`config.mk`:
```
export PLATFORM = sky130hd
export DESIGN_NAME = email_word_recognizer
export DESIGN_NICKNAME = d
export VERILOG_FILES = /design/src/hw/rtl/ewr_pkg.sv /design/src/hw/rtl/ewr_scan.sv /design/src/hw/rtl/email_word_recognizer.sv
export SDC_FILE = /design/constraint.sdc
export NUM_CORES = 1
export LEC_CHECK = 0
export BUFFER_PORTS_ARGS = -buffer_cell sky130_fd_sc_hd__buf_2
export CORE_MARGIN = 2
export CORE_UTILIZATION = 40
export CTS_CLUSTER_SIZE = 24
export DETAILED_ROUTE_END_ITERATION = 7
export HOLD_SLACK_MARGIN = 0.12
export MAX_ROUTING_LAYER = met4
export PLACE_DENSITY = 0.62
export RECOVER_POWER = 50
export SYNTH_ARGS = -nofsm -noshare
export SYNTH_HDL_FRONTEND = slang
export SYNTH_SLANG_ARGS = --single-unit
```
`constraint.sdc`:
```
create_clock -name clk -period 3.7 [get_ports clk]
set_clock_uncertainty 0.05 [all_clocks]
set_input_delay 0.37 -clock clk [delete_from_list [all_inputs] [get_ports clk]]
set_output_delay 0.37 -clock clk [all_outputs]
set_load 0.005 [all_outputs]
```
`src/hw/rtl/ewr_pkg.sv`:
```
// Shared types and constants for the email word recognizer.
package ewr_pkg;

    localparam int COUNT_WIDTH = 16;
    localparam int CMP_WIDTH   = (COUNT_WIDTH > 16) ? COUNT_WIDTH : 16;

    localparam int CFG_INDEX_WIDTH = 2;
    localparam int CFG_DATA_WIDTH  = 16;

    localparam logic [CFG_INDEX_WIDTH-1:0] REG_FIRST_INDEX   = 2'd0;
    localparam logic [CFG_INDEX_WIDTH-1:0] REG_LAST_INDEX    = 2'd1;
    localparam logic [CFG_INDEX_WIDTH-1:0] REG_KEEP_NEWLINES = 2'd2;

    localparam logic [15:0] LAST_INDEX_RESET = 16'd100;

    typedef struct packed {
        logic done;
        logic email;
    } word_end_t;

endpackage

```
`src/hw/rtl/ewr_scan.sv`:
```
// Word splitter and byte-serial address pattern scanner.
module ewr_scan (
    input  logic              clk,
    input  logic              rst_n,
    input  logic              step,
    input  logic [7:0]        text_byte,
    input  logic              end_of_text,
    input  logic              keep_newlines,
    output ewr_pkg::word_end_t word_end
);
    import ewr_pkg::*;

    localparam logic [2:0] PH_LOCAL_EMPTY = 3'd0;
    localparam logic [2:0] PH_LOCAL       = 3'd1;
    localparam logic [2:0] PH_AT          = 3'd2;
    localparam logic [2:0] PH_DOMAIN      = 3'd3;
    localparam logic [2:0] PH_TAIL        = 3'd4;
    localparam logic [2:0] PH_FAIL        = 3'd7;

    localparam logic [7:0] CH_SPACE   = 8'h20;
    localparam logic [7:0] CH_LF      = 8'h0A;
    localparam logic [7:0] CH_CR      = 8'h0D;
    localparam logic [7:0] CH_AT      = 8'h40;
    localparam logic [7:0] CH_DOT     = 8'h2E;
    localparam logic [7:0] CH_MINUS   = 8'h2D;
    localparam logic [7:0] CH_UNDER   = 8'h5F;
    localparam logic [7:0] CH_PERCENT = 8'h25;
    localparam logic [7:0] CH_PLUS    = 8'h2B;

    logic       word_open_reg, word_open_next;
    logic [2:0] phase_reg, phase_next;
    logic [1:0] tail_reg, tail_next;
    logic       is_letter, is_digit, is_local;

    always_comb
    begin
        is_letter = (text_byte >= 8'h61 && text_byte <= 8'h7A) ||
                    (text_byte >= 8'h41 && text_byte <= 8'h5A);
        is_digit  = text_byte >= 8'h30 && text_byte <= 8'h39;
        is_local  = is_letter || is_digit || text_byte == CH_DOT || text_byte == CH_UNDER ||
                    text_byte == CH_PERCENT || text_byte == CH_PLUS || text_byte == CH_MINUS;
    end

    always_comb
    begin
        word_open_next = word_open_reg;
        phase_next     = phase_reg;
        tail_next      = tail_reg;
        word_end.done  = 1'b0;
        word_end.email = phase_reg == PH_TAIL && tail_reg == 2'd2;
        if (step)
        begin
            priority if (end_of_text || text_byte == CH_SPACE)
            begin
                word_end.done  = word_open_reg;
                word_open_next = 1'b0;
                phase_next     = PH_LOCAL_EMPTY;
                tail_next      = 2'd0;
            end
            else if (text_byte == CH_LF || text_byte == CH_CR)
            begin
                word_open_next = 1'b1;
                if (keep_newlines)
                    phase_next = PH_FAIL;
            end
            else
            begin
                word_open_next = 1'b1;
                unique case (phase_reg)
                    PH_LOCAL_EMPTY:
                        phase_next = is_local ? PH_LOCAL : PH_FAIL;
                    PH_LOCAL:
                    begin
                        if (text_byte == CH_AT)
                            phase_next = PH_AT;
                        else if (!is_local)
                            phase_next = PH_FAIL;
                    end
                    PH_AT:
                        phase_next = (is_letter || is_digit || text_byte == CH_MINUS ||
                                      text_byte == CH_DOT) ? PH_DOMAIN : PH_FAIL;
                    PH_DOMAIN, PH_TAIL:
                    begin
                        if (text_byte == CH_DOT)
                        begin
                            phase_next = PH_TAIL;
                            tail_next  = 2'd0;
                        end
                        else if (is_letter)
                        begin
                            if (phase_reg == PH_TAIL && tail_reg != 2'd2)
                                tail_next = tail_reg + 2'd1;
                        end
                        else if (is_digit || text_byte == CH_MINUS)
                        begin
                            phase_next = PH_DOMAIN;
                            tail_next  = 2'd0;
                        end
                        else
                            phase_next = PH_FAIL;
                    end
                    default:
                        phase_next = PH_FAIL;
                endcase
            end
        end
    end

    always_ff @(posedge clk or negedge rst_n)
    begin
        if (!rst_n)
        begin
            word_open_reg <= 1'b0;
            phase_reg     <= PH_LOCAL_EMPTY;
            tail_reg      <= 2'd0;
        end
        else
        begin
            word_open_reg <= word_open_next;
            phase_reg     <= phase_next;
            tail_reg      <= tail_next;
        end
    end

    assert property (@(posedge clk) disable iff (!rst_n)
        phase_reg != PH_LOCAL_EMPTY |-> word_open_reg)
        else $error("scan phase advanced without an open word");
    assert property (@(posedge clk) disable iff (!rst_n)
        tail_reg != 2'd0 |-> phase_reg == PH_TAIL || phase_reg == PH_FAIL)
        else $error("tail letters counted outside the tail");
    assert property (@(posedge clk) disable iff (!rst_n)
        step && end_of_text |=> !word_open_reg && phase_reg == PH_LOCAL_EMPTY)
        else $error("word not cleared at end of text");

endmodule

```
`src/hw/rtl/email_word_recognizer.sv`:
```
// Top level of the email word recognizer: stream stages, counter and registers.
//
//  channel | dir | handshake          | payload
//  s_      | in  | s_tvalid/s_tready  | s_tdata text_byte, s_tlast end_of_text
//  m_      | out | m_tvalid/m_tready  | m_tdata email_number, m_tuser is_email/highlight
//  cfg_    | in  | cfg_valid/cfg_ready| cfg_index, cfg_data
//
// One byte per cycle; a result is written to the result register after its closing
// byte has passed the input register. Both stages run while the result register
// is empty or being taken, so a waiting result with m_tready low admits one more
// byte into the input register, then holds s_tready low.
// Reset clears all control state; no clearing pass. Configuration is always ready.
module email_word_recognizer (
    input  logic                                clk,
    input  logic                                rst_n,
    input  logic                                s_tvalid,
    output logic                                s_tready,
    input  logic [7:0]                          s_tdata,   // [7:0] text_byte
    input  logic                                s_tlast,   // end_of_text
    output logic                                m_tvalid,
    input  logic                                m_tready,
    output logic [15:0]                         m_tdata,   // [15:0] email_number
    output logic [1:0]                          m_tuser,   // [0] is_email, [1] highlight
    input  logic                                cfg_valid,
    output logic                                cfg_ready,
    input  logic [ewr_pkg::CFG_INDEX_WIDTH-1:0] cfg_index,
    input  logic [ewr_pkg::CFG_DATA_WIDTH-1:0]  cfg_data
);
    import ewr_pkg::*;

    localparam logic [COUNT_WIDTH-1:0] COUNT_MAX = {COUNT_WIDTH{1'b1}};

    logic [15:0]            first_reg;
    logic [15:0]            last_reg;
    logic                   keep_nl_reg;

    logic                   in_valid_reg;
    logic [7:0]             in_byte_reg;
    logic                   in_last_reg;

    logic                   out_valid_reg;
    logic [15:0]            out_number_reg;
    logic                   out_email_reg;
    logic                   out_hl_reg;

    logic [COUNT_WIDTH-1:0] count_reg, count_next;
    logic [COUNT_WIDTH-1:0] count_inc;
    logic [CMP_WIDTH-1:0]   count_wide;
    logic [15:0]            shown;
    logic                   highlight;
    logic                   out_free;
    logic                   step;
    word_end_t              word_end;

    assign cfg_ready = 1'b1;
    assign out_free  = !out_valid_reg || m_tready;
    assign step      = in_valid_reg && out_free;
    assign s_tready  = !in_valid_reg || out_free;

    ewr_scan u_scan (
        .clk           (clk),
        .rst_n         (rst_n),
        .step          (step),
        .text_byte     (in_byte_reg),
        .end_of_text   (in_last_reg),
        .keep_newlines (keep_nl_reg),
        .word_end      (word_end)
    );

    always_comb
    begin
        count_inc  = (word_end.email && count_reg != COUNT_MAX) ?
                     count_reg + COUNT_WIDTH'(1) : count_reg;
        count_wide = CMP_WIDTH'(count_inc);
        shown      = (count_wide > CMP_WIDTH'(16'hFFFF)) ? 16'hFFFF : count_wide[15:0];
        highlight  = word_end.email && count_wide >= CMP_WIDTH'(first_reg) &&
                     count_wide <= CMP_WIDTH'(last_reg);
        count_next = count_reg;
        if (step)
        begin
            if (in_last_reg)
                count_next = '0;
            else if (word_end.done)
                count_next = count_inc;
        end
    end

    always_ff @(posedge clk or negedge rst_n)
    begin
        if (!rst_n)
        begin
            first_reg     <= 16'd0;
            last_reg      <= LAST_INDEX_RESET;
            keep_nl_reg   <= 1'b0;
            in_valid_reg  <= 1'b0;
            out_valid_reg <= 1'b0;
            count_reg     <= '0;
        end
        else
        begin
            if (cfg_valid)
            begin
                unique case (cfg_index)
                    REG_FIRST_INDEX:   first_reg   <= cfg_data;
                    REG_LAST_INDEX:    last_reg    <= cfg_data;
                    REG_KEEP_NEWLINES: keep_nl_reg <= cfg_data[0];
                    default:           ;
                endcase
            end
            if (s_tready)
                in_valid_reg <= s_tvalid;
            if (out_free)
                out_valid_reg <= step && word_end.done;
            count_reg <= count_next;
        end
    end

    always_ff @(posedge clk)
    begin
        if (s_tready && s_tvalid)
        begin
            in_byte_reg <= s_tdata;
            in_last_reg <= s_tlast;
        end
        if (step && word_end.done)
        begin
            out_number_reg <= shown;
            out_email_reg  <= word_end.email;
            out_hl_reg     <= highlight;
        end
    end

    assign m_tvalid = out_valid_reg;
    assign m_tdata  = out_number_reg;
    assign m_tuser  = {out_hl_reg, out_email_reg};

    assert property (@(posedge clk) disable iff (!rst_n)
        out_valid_reg |-> !out_hl_reg || out_email_reg)
        else $error("highlight on a word that is not an email");
    assert property (@(posedge clk) disable iff (!rst_n)
        step && in_last_reg |=> count_reg == '0)
        else $error("counter not cleared at end of text");
    assert property (@(posedge clk) disable iff (!rst_n)
        step && !in_last_reg |=> count_reg >= $past(count_reg))
        else $error("counter went backwards inside a text");
    assert property (@(posedge clk) disable iff (!rst_n)
        !out_valid_reg |-> s_tready)
        else $error("input stalled with an empty result register");

endmodule
```
==> results.md <==
- CTS tree: built
- Kind of launch point of the worst setup path: register
- Power Internal: 1756 uW
- H-tree levels: 3
- Worst-case headroom to the max-slew limit: -21.58%
- First-pass GRT wire length: about 18,000 um
- Share of total power consumed by net switching: a little over a quarter
- Maximum number of pins on one net before global-route repair: 35
- Number of DRC markers in iteration 0: ~150
- Number of global-route vias before repair: 3,617
- Pleak: between 0.002 and 0.003 uW
- Routed wirelength normalized by instance count: ~16 um
- Area Growth Syn to Fin: 15.88%
- Number of clock buffers inserted by TritonCTS: 9
- Detailed Routing Iterations Pass 1: 4
- Die Height: between 100 and 150 um
- Synthesized area divided by synthesized cell count: between 10 and 15 um2
- Clk buf depth: 2
- EDFF count, synth: 27
- Setup repair after global routing missed its margin: false
- Remaining global-route overflow: 0
- Fraction of the cycle the final worst path needs: 93.59%
- IO Port Bufs: 51
- Number of sinks handled by clock tree synthesis: 84
- Number of rows created at floorplan: 39
- Critical Path RT: ~3.8 ns
- Number of antenna violations at the first check in global routing: 0
- Post CTS Setup Buffer Count: 0
- Via count: ~3,500
- Crit path arrival time: 3.52 ns
- Routed vias/inst: ~5.3
- Fraction of synthesized cell area taken by the top area cell type: 28.62%
- DIE AREA: approximately 13,000 um2
- Die Wd: roughly 110 um
- Net switching power: roughly 660 uW
- Share of final-layout standard cells stronger than drive strength 1: about a fifth
- Leading post-synthesis cells by instance count: 54 x sky130_fd_sc_hd__dfrtp_1, 37 x sky130_fd_sc_hd__inv_1, 34 x sky130_fd_sc_hd__ha_1, 34 x sky130_fd_sc_hd__o21ai_0, 32 x sky130_fd_sc_hd__nand2_1
- Start-to-end type of the worst setup path: reg2reg
- Number of setup violations in the final report: 0
- Most area-hungry cell type in the Yosys netlist: sky130_fd_sc_hd__dfrtp_1
- Register share of total power: 46.1%
- IR drop worst, VDD: between 0.2 and 0.25 mV
- Final design instance area without fill: 5470 um2
- Synth Net Count: just over 500
- Nets@finish: around 570
- Number of antenna repair diodes: 0
- Total DRC errors in the routed layout: 0
- Initial core utilization: approximately two fifths
- Core footprint: roughly 11,000 um2
- Outcome: complete, but fails checks
- Flop and latch count out of synthesis: 84
- Logic gate share of total power: about 16%
- Total of max-cap violations: 1
- Power per standard cell area: between 400 and 500 nW/um2
- Number of I/O pins: 53
- Hold Crit Class: in2reg
- Total power after layout: 2412 uW
- Routed Wire Length: 10,310 um
- Maximum clock frequency: ~0.29 GHz
- Nature of the critical path endpoint: register
- Most frequently used flop master after synthesis: sky130_fd_sc_hd__dfrtp_1
- Ys Warns: 0
- Mapped Area: between 4000 and 5000 um2
- Fraction of registers with async set/reset: 67.86%
- Total cell area at the placement stage: between 5000 and 6000 um2
- Leading post-synthesis cells by cell area: sky130_fd_sc_hd__dfrtp_1 29%, sky130_fd_sc_hd__edfxtp_1 17%, sky130_fd_sc_hd__ha_1 9.0%
- Slew @ Worst Pin: between 1.5 and 2 ns
- Failing checks: max-capacitance violations, max-slew violations
- Count of unique library cells instantiated by Yosys: 65
- Global placer's final weighted congestion: about 0.83
- Clock power share: 38.0%
- Slew Viols, Final: 35
- TNS Setup: 0 ns
- Total half-perimeter wirelength after legalization and detailed placement: approximately 7800 um
- Minimum clock period after layout: around 3.5 ns
- Most common cell in the netlist: sky130_fd_sc_hd__dfrtp_1
- CP Max Fanout: 9
- CTS root buffer: sky130_fd_sc_hd__clkbuf_16
- Gate Count Post-Synth: between 400 and 500
- Global Route Usage Sum: roughly 18%
- Post-synthesis sequential area ratio: between 40% and 50%
- Hold violation total from the final report: 0
- ANT nets after route: 0
- Worst-path clk slew: ~0.07 ns
- Clk Latency, worst-skew pair: between 0.3 and 0.4 ns
-- logic make-up (layout without fill, tap and decap cells) --
family | Yosys count | in the layout | synth area share (%)
XOR/XNOR | 16 | 16 | 2.968
buffers and inverters | 56 | 119 | 4.797
AO/OA/AOI/OAI | 121 | 121 | 17.23
other | 1 | 1 | 0.07944
multiplexers | 21 | 21 | 5.009
adder cells (fa/ha/maj) | 34 | 34 | 9.011
AND/OR/NAND/NOR | 110 | 110 | 13.44
flip-flops | 84 | 84 | 47.47
-- layer usage --
| metal | part of all wire [%] | global-route usage, % | wire length (um) | up-vias |
|---|---|---|---|---|
| li1 | - | - | - | 1728 |
| met2 | 48 | 28.74 | 4917 | 70 |
| met4 | 1.8 | 6.911 | 189 | 0 |
| met5 | 0 | - | 0 | - |
| met3 | 4.4 | 4.536 | 449 | 12 |
| met1 | 46 | 23.13 | 4754 | 1641 |
-- worst paths after layout --
path / from / endpoint / slack (ns) / depth (start not counted)
setup / recovery: count_reg[0]$_DFFE_PN0P_ / out_hl_reg$_DFFE_PP_ / 0.24 / 13
hold / removal: s_tdata[6] / in_byte_reg[6]$_DFFE_PP_ / 0.14 / 1
setup reg to reg: count_reg[0]$_DFFE_PN0P_ / out_hl_reg$_DFFE_PP_ / 0.24 / 13
hold reg to reg: last_reg[10]$_DFFE_PN0P_ / last_reg[10]$_DFFE_PN0P_ / 0.46 / 1
max in group asynchronous: rst_n / count_reg[12]$_DFFE_PN0P_ / 1.41 / 3
min in group asynchronous: rst_n / first_reg[15]$_DFFE_PN0P_ / 1.00 / 2
-- power groups by stage --
stage                     Sequential (uW)  Clock, uW  Combinational [uW]
after floorplan                      1110          0                 268
after global placement               1130          0                 384
after detailed placement             1130          0                 387
after CTS                            1110        937                 390
after global routing                 1120        982                 437
final                                1110        916                 384
-- area by class of cell --
cell class / instances / area [um2]
fill: 1045 / 5997
multi-input combinational: 303 / 2261
sequential: 84 / 2241
timing repair buffer: 65 / 345.3
clock buffer: 9 / 225.2
tap: 143 / 178.9
inverter: 38 / 142.6
clock inverter: 7 / 76.32
-- critical path: stages (launching register included) --
cell                       delay [ns]
sky130_fd_sc_hd__dfrtp_1         0.43
sky130_fd_sc_hd__ha_1            0.26
sky130_fd_sc_hd__and3_1          0.19
sky130_fd_sc_hd__and4_1          0.31
sky130_fd_sc_hd__a21boi_2        0.39
sky130_fd_sc_hd__nand3_1         0.18
sky130_fd_sc_hd__xnor2_1         0.29
sky130_fd_sc_hd__ha_1            0.29
sky130_fd_sc_hd__o21a_1          0.19
sky130_fd_sc_hd__o211ai_1        0.16
sky130_fd_sc_hd__nor2_1          0.06
sky130_fd_sc_hd__a21oi_1         0.16
sky130_fd_sc_hd__o21ai_0         0.08
sky130_fd_sc_hd__and4b_1         0.20
-- per-stage QoR --
stage	hold WS, ns	setup WS [ns]	cells	util, %
final	0.1408	0.2371	649	47.70
after global routing	0.1241	0.01807	649	47.70
after CTS	0.1311	0.1338	649	47.83
after detailed placement	0.4290	0.1461	632	45.12
after global placement	0.4293	0.2259	632	45.12
after floorplan	0.02441	0.4929	443	-
-- placed cells by master, fill, tap and decap left out, types with 3 or more instances in the layout --
master | Yosys | final
sky130_fd_sc_hd__mux2_2 | 19 | 19
sky130_fd_sc_hd__xor2_1 | 5 | 5
sky130_fd_sc_hd__nand4b_1 | 3 | 3
sky130_fd_sc_hd__nor2_1 | 13 | 13
sky130_fd_sc_hd__nand4_1 | 7 | 7
sky130_fd_sc_hd__dfrtp_1 | 54 | 54
sky130_fd_sc_hd__clkbuf_16 | 0 | 9
sky130_fd_sc_hd__and3_1 | 5 | 5
sky130_fd_sc_hd__a211oi_1 | 3 | 3
sky130_fd_sc_hd__nor3_1 | 4 | 4
sky130_fd_sc_hd__clkbuf_1 | 13 | 11
sky130_fd_sc_hd__nor2b_1 | 8 | 8
sky130_fd_sc_hd__nor3b_1 | 3 | 3
sky130_fd_sc_hd__nand3b_1 | 3 | 3
sky130_fd_sc_hd__a22o_1 | 3 | 3
sky130_fd_sc_hd__o21ai_1 | 14 | 14
sky130_fd_sc_hd__edfxtp_1 | 27 | 27
sky130_fd_sc_hd__o21a_1 | 4 | 4
sky130_fd_sc_hd__o2111ai_1 | 3 | 3
sky130_fd_sc_hd__xnor2_1 | 11 | 10
sky130_fd_sc_hd__dfstp_2 | 3 | 3
sky130_fd_sc_hd__o31ai_1 | 7 | 7
sky130_fd_sc_hd__o21ai_0 | 34 | 34
sky130_fd_sc_hd__nand3_1 | 9 | 9
sky130_fd_sc_hd__a21o_1 | 10 | 10
sky130_fd_sc_hd__buf_2 | 1 | 40
sky130_fd_sc_hd__ha_1 | 34 | 34
sky130_fd_sc_hd__buf_4 | 4 | 12
sky130_fd_sc_hd__nand2_1 | 32 | 32
sky130_fd_sc_hd__a21oi_1 | 17 | 17
sky130_fd_sc_hd__inv_1 | 37 | 37
sky130_fd_sc_hd__nand2b_1 | 3 | 3
sky130_fd_sc_hd__a31oi_1 | 8 | 8
-- timing repair --
action,4_1_cts,5_1_grt
hold buffers,1,0
hold endpoints to repair,30,0
endpoints found under the setup margin,0,1
resized for setup,0,1
Power figures use the tool's default switching activity.
